File: config.mk
export PLATFORM = sky130hd
export DESIGN_NAME = fbc_hist_mem
export DESIGN_NICKNAME = d
export VERILOG_FILES = /design/src/sv/fbc_pkg.sv /design/src/sv/fbc_hist_mem.sv
export SDC_FILE = /design/constraint.sdc
export NUM_CORES = 1
export LEC_CHECK = 0
export BUFFER_PORTS_ARGS = -buffer_cell sky130_fd_sc_hd__buf_2
export CAP_MARGIN = 10
export CORE_ASPECT_RATIO = 0.9
export CORE_UTILIZATION = 59
export CTS_CLUSTER_DIAMETER = 100
export DETAILED_ROUTE_END_ITERATION = 10
export GPL_ROUTABILITY_DRIVEN = 0
export MAX_ROUTING_LAYER = met4
export PLACE_DENSITY = 0.79
export SETUP_SLACK_MARGIN = 0.4
export SYNTH_ARGS = -nofsm -noshare
export SYNTH_HDL_FRONTEND = slang
export SYNTH_SLANG_ARGS = --single-unit
File: constraint.sdc
create_clock -name i_clk -period 16.1 [get_ports i_clk]
set_input_delay 3.22 -clock i_clk [delete_from_list [all_inputs] [get_ports i_clk]]
set_output_delay 3.22 -clock i_clk [all_outputs]
set_load 0.01 [all_outputs]
File: src/sv/fbc_pkg.sv
`timescale 1ns / 1ps
`default_nettype none
// ----------------------------------------------------------------------------
// fbc_pkg
// Shared constants, codes and types of the cascaded peaking biquad block.
// ----------------------------------------------------------------------------
package fbc_pkg;

    localparam int SECTIONS_DEF    = 6;
    localparam int SAMPLE_BITS_DEF = 24;
    localparam int COEF_BITS_DEF   = 32;

    // Section histories and the value passed between sections are 32 bits.
    localparam int HIST_BITS  = 32;
    // Integer bits of a coefficient; the rest of COEF_BITS is fraction.
    localparam int COEF_INT   = 8;
    localparam int SEL_BITS   = 2;

    localparam int LEVEL_BITS = 16;
    localparam int LEVEL_FRAC = 12;
    localparam logic [LEVEL_BITS-1:0] LEVEL_RESET = 16'd4096;

    localparam int PADDR_BITS = 3;
    localparam int PDATA_BITS = 32;
    // Word index of the output level register (paddr bit 2).
    localparam logic REG_OUTPUT_LEVEL = 1'b0;

    typedef enum logic {
        FUNC_SAMPLE = 1'b0,
        FUNC_COEF   = 1'b1
    } t_func;

    typedef enum logic [1:0] {
        CS_AB1 = 2'd0,
        CS_A2  = 2'd1,
        CS_B0  = 2'd2,
        CS_B2  = 2'd3
    } t_coef_sel;

    // Second operand of the shared multiplier.
    typedef enum logic [2:0] {
        TERM_X    = 3'd0,
        TERM_X1   = 3'd1,
        TERM_X2   = 3'd2,
        TERM_Y1   = 3'd3,
        TERM_Y2   = 3'd4,
        TERM_GAIN = 3'd5
    } t_term;

    typedef enum logic [1:0] {
        ST_IDLE     = 2'd0,
        ST_SEC      = 2'd1,
        ST_GAIN_MUL = 2'd2,
        ST_GAIN_RND = 2'd3
    } t_state;

    typedef struct packed {
        logic signed [HIST_BITS-1:0] x1;
        logic signed [HIST_BITS-1:0] x2;
        logic signed [HIST_BITS-1:0] y1;
        logic signed [HIST_BITS-1:0] y2;
    } t_hist_row;

    typedef struct packed {
        logic  x_load;
        logic  mul_en;
        t_term term;
        logic  acc_en;
        logic  acc_clr;
        logic  acc_sub;
        logic  sec_done;
        logic  out_load;
    } t_mac_ctl;

endpackage
`default_nettype wire

File: src/sv/fbc_hist_mem.sv
`timescale 1ns / 1ps
`default_nettype none
// ----------------------------------------------------------------------------
// fbc_hist_mem
// Section history store, one row of x1, x2, y1, y2 per section.
// ----------------------------------------------------------------------------
module fbc_hist_mem #(
    parameter int SECTIONS = 6,
    parameter int SIDX_W   = 3
) (
    input  wire logic                 i_clk,
    input  wire logic                 i_rst_n,
    input  wire logic                 i_re,
    input  wire logic                 i_we,
    input  wire logic [SIDX_W-1:0]    i_addr,
    input  fbc_pkg::t_hist_row        i_wdata,
    output fbc_pkg::t_hist_row        o_q
);
    import fbc_pkg::*;

    t_hist_row         mem [SECTIONS];
    logic [SECTIONS-1:0] r_valid;
    t_hist_row         r_rd_data;
    logic              r_rd_valid;

    always_ff @(posedge i_clk) begin
        if (i_we) begin
            mem[i_addr] <= i_wdata;
        end
        if (i_re) begin
            r_rd_data <= mem[i_addr];
        end
    end

    always_ff @(posedge i_clk) begin
        if (!i_rst_n) begin
            r_valid    <= '0;
            r_rd_valid <= 1'b0;
        end else begin
            if (i_we) begin
                r_valid[i_addr] <= 1'b1;
            end
            if (i_re) begin
                r_rd_valid <= r_valid[i_addr];
            end
        end
    end

    // A row never written holds zero history.
    assign o_q = r_rd_valid ? r_rd_data : '0;

endmodule
`default_nettype wire

# --- After elaboration in Yosys (flattened, before gate mapping) ---
# Memories as Yosys holds them, arrays and structs flattened. A register that Yosys moved wholly into a read port is not among the register bits.
# Cells that the tools add are included.
totals:
  reg_bits: 7
  latchBits: 0
  ram_bits: 768
  mem_bits_ro: 0
  output_inout_bits: 128
  word_cells: 14
  mem_count: 1
op_classes:
  n_addsub: 0
  mul: 0
  n_div: 0
  n_lt_le_gt_ge: 2
  eq_ne: 0
  n_shift: 0
  mux: 7
  bitwise_logic: 1
  reduce_logical: 1
memory_table:
  columns: ["name", "depth", "word_bits", "read_ports", "rd_clocked_by_memory_dff", "wr", "line_no", "rtl"]
  rows:
  - ["mem", 6, 128, 1, 1, 1, "fbc_hist_mem.sv:21", "t_hist_row mem [SECTIONS];"]
ops:
  columns: ["op", "count"]
  rows:
  - ["128-bit 2-to-1 mux", 1]
  - ["6-bit bitwise OR", 1]
  - ["3-bit by 4-bit less-than comparator with 1-bit output (second input constant)", 1]
  - ["1-bit 2-to-1 mux", 4]
  - ["1-bit binary-select mux with 3-bit select", 1]
  - ["1-bit demux with 3-bit select", 1]
  - ["3-bit by 1-bit >= comparator with 1-bit output (second input constant)", 1]
  - ["1-bit logical AND", 1]

# --- Logic depth before layout (Yosys ltp) ---
# Gate-level depths: netlist of the first run.
logic_depth:
  ltp_word: 5
  depth_mapped: 7

# --- Worst setup path after synthesis of the first run ---
# Ideal clock, no wire load.
synth_timing:
  path_kind: "input to register"
  startpoint: "in i_addr[0]"
  endpoint: "mem mem[4][0] in the netlist's numbering, enable pin"
  arrival_ns: 13.123
  required_ns: 15.299
  setup_slack_ns: 2.176
  path_stages: 5
  path_cell_list: "buf_2 -> buf_6 -> buf_4 -> buf_4 -> nor3b_1"
synth_lines:
  columns: ["item", "line_no", "rtl"]
  rows:
  - ["from (decl)", "fbc_hist_mem.sv:15", "input wire logic [SIDX_W-1:0] i_addr,"]
  - ["to (decl)", "fbc_hist_mem.sv:21", null]
# Straight into the memory's write port.

# --- Final worst setup path of the first run ---
layout_timing:
  startpoint: "in i_addr[0]"
  endpoint: "mem mem[5][96] in the netlist's numbering, enable pin"
# Straight into the memory's write port.

==> impl_metrics.yaml, run 1 <==
logic_synthesis:
  synth_simple_gate_area_share_pct: 3.69
  synth-edff-count: 896
  syn-num-nets: 1885
  synth_top_family_by_area: "multiplexers"
  synth_top_cells_by_area: "edfxtp_1 (79%), a22oi_1 (4.3%), mux2_2 (3.5%)"
  syn_inst: 1750
  synth-compound-area-share_pct: 6.93
  synthDistinctLibCells: 27
  syn_area_per_cell_um2: 19.3
  synth-xor-area-share_pct: 0
  synthArstFlopShare_pct: 0
  synth_top_area_cell: "edfxtp_1"
  yosys_warnings: 0
  yosys.area_share.adder_pct: 0
  yosysTopAreaCellShare_pct: 79.5
  synthesis.area_um2: 33800
  ys_dominant_reg_cell: "edfxtp_1"
  seq_area_frac_synth_pct: 79.9
  muxShareOfSynthArea_pct: 7.88
  synth_seq_cells: 903
layout:
  multi_input_area_um2: 6320
  drive_above_1_share_pct: 27.9
  regArea_um2: 27000
  final_cells: 2856
  nets: 2142
  area_delta_synth_final_pct: 13.9
  n_fill_cell: 3497
  utilization_pct: 68.6
timing:
  skew_ns: 0.0172
  finalSetupTns_ns: 0
  slew_headroom_pct: 19.5
  finalSetupViolations: 0
  slew_violations: 0
  final_hold_viol_count: 0
  worst_pin_slew_ns: 1.21
  rsz0062_at_grt: "no"
  post-route-min-period_ns: 7.12
  fmax_mhz: 141
  timing.final.crit_share_pct: 44.2
detailed_routing:
  met1_length_um: 28500
  drt_pre_antenna_iters: 7
  final_antenna_net_count: 0
  wl_per_cell_um: 25.3
  drtIter0Drc: 1650
  wl_met2_um: 35700
  wirelength_um: 72200
  route.detailed.drc: 0
  via_per_inst: 6.15
  highest_layer: "met4"
  vias: 17600
  dr_wl_met3_um: 6140
worst_setup_path:
  critPathCaptureType: "flip-flop"
  required_ns: 16.35
  critical_path_class: "primary input to flip-flop"
  cp_max_fo: 80
  cp-start-kind: "primary input"
  r2r-start: "mem[1][113]$_DFFE_PP_"
  cp_data_arrival_time_ns: 7.36
  critPathLaunch: "i_addr[0]"
grt:
  grt_pass1_vias: 18000
  grt_overflow: 0
  grt_pass1_wl_um: 109000
  grt_max_degree: 98
  antenna_found_initial: 18
  grt_usage_pct: 26.0
clocking:
  cts_resized: 0
  cts_tree: "yes"
  clkSinkCount: 903
  post_cts_buffers: 0
  htree_levels: 3
  ctsHoldBuffers: 0
  worstSkewPairLatency_ns: 0.64
  root_buffer: "clkbuf_16"
  cts_made_buffers: 84
  cts.path.max_buffers: 3
  cts.clk_slew.worst_paths_ns: 0.06
floorplanning:
  ios: 263
  num_rows: 82
  die_h_um: 229
  dieArea_um2: 58300
  die_w_um: 254
  fp.coreArea_um2: 56200
  initial_utilization_pct: 60.2
pwr:
  p_leak_nw: 13.1
  p_per_area_nw_per_um2: 126
  peakVddDrop_mv: 0.0926
place:
  dpl.cell_count: 2677
  portBuffers: 262
  dp_hpwl_um: 38700
min_path:
  hold_path.startpoint: "r_valid[5]$_SDFFE_PN0P_"
  hp-class: "flip-flop to flip-flop"
flow_run:
  drv_cap: 0
outcome:
  status: "finished, final reports clean"
==> routing by layer <==
layer | vias to the layer above | GRT usage, %
li1 | 7655 | -
met1 | 8987 | 35.0
met4 | 0 | 8.92
met3 | 120 | 5.42
met5 | - | -
met2 | 791 | 39.9
==> metrics by stage <==
| step | instance area [µm²] | power, mW | worst slack (ns) | hold slack [ns] |
|---|---|---|---|---|
| floorplan | 33800 | 2.90 | 2.18 | 0.434 |
| global placement | 35800 | 3.00 | 8.39 | 0.443 |
| detailed placement | 35800 | 3.01 | 8.37 | 0.454 |
| CTS | 38500 | 4.90 | 9.03 | 0.468 |
| global route | 38500 | 5.01 | 8.83 | 0.475 |
| finish | 38600 | 4.87 | 8.98 | 0.468 |
==> worst max-delay path, cell delays in order <==
cell	delay, ns
buf_6	0.60
buf_4	0.76
nand2_1	0.23
nor2_4	0.75
buf_4	0.65
buf_4	0.92
==> cell usage in the layout (no fill, tap or decap), types with 2 or more instances in the layout <==
cell	instances
buf_4	24
and3_4	2
nor3_2	2
clkbuf_16	87
clkinv_1	23
and2_1	129
mux2_2	105
o21a_1	6
buf_6	3
a22oi_1	192
clkbuf_1	19
mux4_2	32
nand2_1	97
o221ai_1	96
edfxtp_1	896
dfxtp_1	6
clkinv_2	17
diode_2	23
nor2_4	3
mux2_4	30
nor2b_1	2
bufinv_16	6
inv_6	3
mux2_1	28
nor2b_4	2
clkinv_8	2
buf_2	258
==> where the power goes <==
part | internal, mW | switching, mW | total, mW
clock network | 1.09 | 0.824 | 1.91
registers | 2.69 | 0.0256 | 2.71
logic | 0.0929 | 0.158 | 0.250
total | 3.87 | 1.01 | 4.87
==> cells in the mapped netlist (all sizes together) (2+ instances only) <==
library cell,instances
a22oi,192
and2,129
and3,2
buf,53
clkbuf,62
dfxtp,7
edfxtp,896
mux2,163
mux4,32
nand2,97
nor2,3
nor2b,4
nor3,2
o21a,6
o221ai,96
==> final cells by class <==
type,instances,area share (%)
inverters,1,0.0227
repair buffers,286,3.94
diodes,23,0.149
well taps,756,2.45
clock inverters,50,1.04
clock buffers,106,5.83
flip-flops and latches,903,70.2
multi-input cells,731,16.4
==> kinds of logic after synthesis <==
group,after synthesis
AOI/OAI and AO/OA,297
buffers and inverters,116
DFF,903
muxes,195
and+or+nand+nor,239
==> registers in the layout, summed over array words and instances (netlist names) <==
name and count:
mem 768, r_rd_data 128, r_rd_valid 1, r_valid 6
==> final timing paths <==
kind,depth (start not counted),end,slack (ns)
min reg2reg,1,r_valid[5]$_SDFFE_PN0P_,0.47
max,6,mem[5][96]$_DFFE_PP_,8.98
max reg2reg,2,r_rd_data[113]$_DFFE_PP_,14.71
min,1,r_valid[5]$_SDFFE_PN0P_,0.47
Power figures use the tool's default switching activity.
==> run 2, diff against run 1 <==
Settings changed: ABC_AREA set to 1, CORE_UTILIZATION 59 to 54, PLACE_DENSITY 0.79 to 0.76.
Clock period 16.1 ns to 6 ns, I/O delays scaled along.
==> impl_metrics.yaml, run 2 <==
detailed_routing:
  route.detailed.drc: 0
  wirelength_um: 77400
  wl_per_cell_um: 20.5
  drtIter0Drc: 2215
  final_antenna_net_count: 0
  via_per_inst: 5.41
  vias: 20400
  drt_pre_antenna_iters: 7
floorplanning:
  ios: 263
  initial_utilization_pct: 55.0
  die_w_um: 269
  fp.coreArea_um2: 63000
  num_rows: 87
  dieArea_um2: 65200
  die_h_um: 242
layout:
  layout_common_cells: "edfxtp_1 (896), nand2_1 (788), buf_2 (259)"
  regArea_um2: 27000
  n_fill_cell: 4522
  top_register: "mem"
  area_delta_synth_final_pct: 13.8
  largest_reg_flops: 768
  multi_input_area_um2: 5990
  layout_commonest_cell: "edfxtp_1"
  drive_above_1_share_pct: 16.0
  nets: 2969
  utilization_pct: 62.6
  reg.largest.list: "mem (768), r_rd_data (128), r_valid (6)"
logic_synthesis:
  ys_dominant_reg_cell: "edfxtp_1"
  synth-edff-count: 896
  syn_area_per_cell_um2: 13.4
  seq_area_frac_synth_pct: 78.0
  synth_seq_cells: 903
  synth_common_cells: "edfxtp_1 (896), nand2_1 (788), inv_1 (258), nand4_1 (128), o211ai_1 (122)"
  yosysMostFrequentCell: "edfxtp_1"
  yosysTopAreaCellShare_pct: 77.6
  syn-num-nets: 2714
  synth_top_area_cell: "edfxtp_1"
  synthArstFlopShare_pct: 0
  syn_inst: 2579
  synthDistinctLibCells: 21
  synth_top_cells_by_area: "edfxtp_1 (78%), nand2_1 (8.5%), inv_1 (2.8%)"
  yosys_warnings: 0
  synthesis.area_um2: 34700
grt:
  antenna_found_initial: 22
  grt_pass1_wl_um: 118000
  grt_max_degree: 127
  grt_pass1_vias: 20300
  grt_usage_pct: 24.5
  grt_overflow: 0
place:
  portBuffers: 262
  pre_cts_ws_ns: 1.79
  dp_hpwl_um: 42700
timing:
  finalSetupViolations: 0
  slew_violations: 0
  rsz0062_at_grt: "no"
  worst_pin_slew_ns: 1.15
  whs_ns: 0.462
  finalSetupTns_ns: 0
  timing.final.crit_share_pct: 63.5
  fmax_mhz: 262
  post-route-min-period_ns: 3.81
  skew_ns: 0.0222
  slew_headroom_pct: 23.2
  final_hold_viol_count: 0
  setup_slack_ns: 2.19
clocking:
  ctsHoldBuffers: 0
  worstSkewPairLatency_ns: 0.65
  cts.path.max_buffers: 3
  htree_levels: 3
  cts_made_buffers: 89
  root_buffer: "clkbuf_16"
  cts_resized: 0
  clkSinkCount: 903
  cts.clk_slew.worst_paths_ns: 0.06
  post_cts_buffers: 0
  cts_tree: "yes"
worst_setup_path:
  required_ns: 4.80
  critical_path_class: "flip-flop to output pin"
  cp_max_fo: 63
  critPathCaptureType: "output pin"
  cp_data_arrival_time_ns: 2.61
  cp-start-kind: "flip-flop"
min_path:
  hp-class: "flip-flop to flip-flop"
flow_run:
  drv_cap: 0
pwr:
  peakVddDrop_mv: 0.233
  finalPower_mw: 13.2
  p_per_area_nw_per_um2: 335
  p_leak_nw: 15.2
outcome:
  status: "finished, final reports clean"
-- run 2: cell count changes after synthesis, sizes merged, moves of 128 or more --
cell,delta
mux2,-163
nand2,+691
a22oi,-192
inv,+260
nand4,+128
and2,-129
-- run 2: area by class of cell --
class | instances | share of cell area, %
Multi-Input combinational cell | 1288 | 15.2
Timing Repair Buffer | 291 | 3.95
Tap cell | 845 | 2.68
Sequential cell | 903 | 68.5
Clock inverter | 46 | 0.983
Antenna cell | 23 | 0.146
Inverter | 261 | 2.57
Clock buffer | 116 | 5.95
-- run 2: worst max-delay path, stage by stage, from the launching register on --
cell and delay (ns):
dfxtp_4 0.90, buf_4 0.57, nand2_1 0.15, inv_1 0.17
buf_2 0.16
-- run 2: metrics by stage --
stage,cell area [µm²],instances
3_3_place_gp,36700,3588
2_1_floorplan,34700,2579
3_5_place_dp,36700,3588
4_1_cts,39400,3750
5_1_grt,39500,3771
6_report,39500,3773
-- run 2: worst paths after layout --
check	from	endpoint	slack, ns	cells after the start
worst max-delay path	r_rd_valid$_SDFFE_PN0P_	o_q[72]	2.19	4
worst min-delay path	r_valid[5]$_SDFFE_PN0P_	r_valid[5]$_SDFFE_PN0P_	0.46	2
worst max register to register	r_rd_valid$_SDFFE_PN0P_	r_rd_valid$_SDFFE_PN0P_	4.70	2
worst min register to register	r_valid[5]$_SDFFE_PN0P_	r_valid[5]$_SDFFE_PN0P_	0.46	2
-- run 2: cells by family (layout without fill, tap and decap cells) --
logic type      after synthesis  count (layout)  share of synthesized area (%)
other cells                   0              23                              0
simple gates               1158            1158                           14.5
buf+inv                     388             714                           4.79
compound gates              130             130                           2.76
flops                       903             903                           78.0
-- run 2: metal layers --
layer | wire (µm) | share of wire (%) | up-vias | global-route usage [%]
li1 | - | - | 9470 | -
met1 | 32400 | 42 | 9983 | 32.7
met2 | 36800 | 47 | 833 | 37.8
met3 | 6730 | 8.7 | 115 | 5.73
met4 | 1500 | 1.9 | 0 | 7.16
met5 | 0 | 0 | - | -
-- run 2: report_power, final --
| group | internal, mW | switching (mW) |
|---|---|---|
| clock | 2.99 | 2.29 |
| combinational | 0.192 | 0.477 |
| sequential | 7.21 | 0.0741 |
| total | 10.4 | 2.84 |
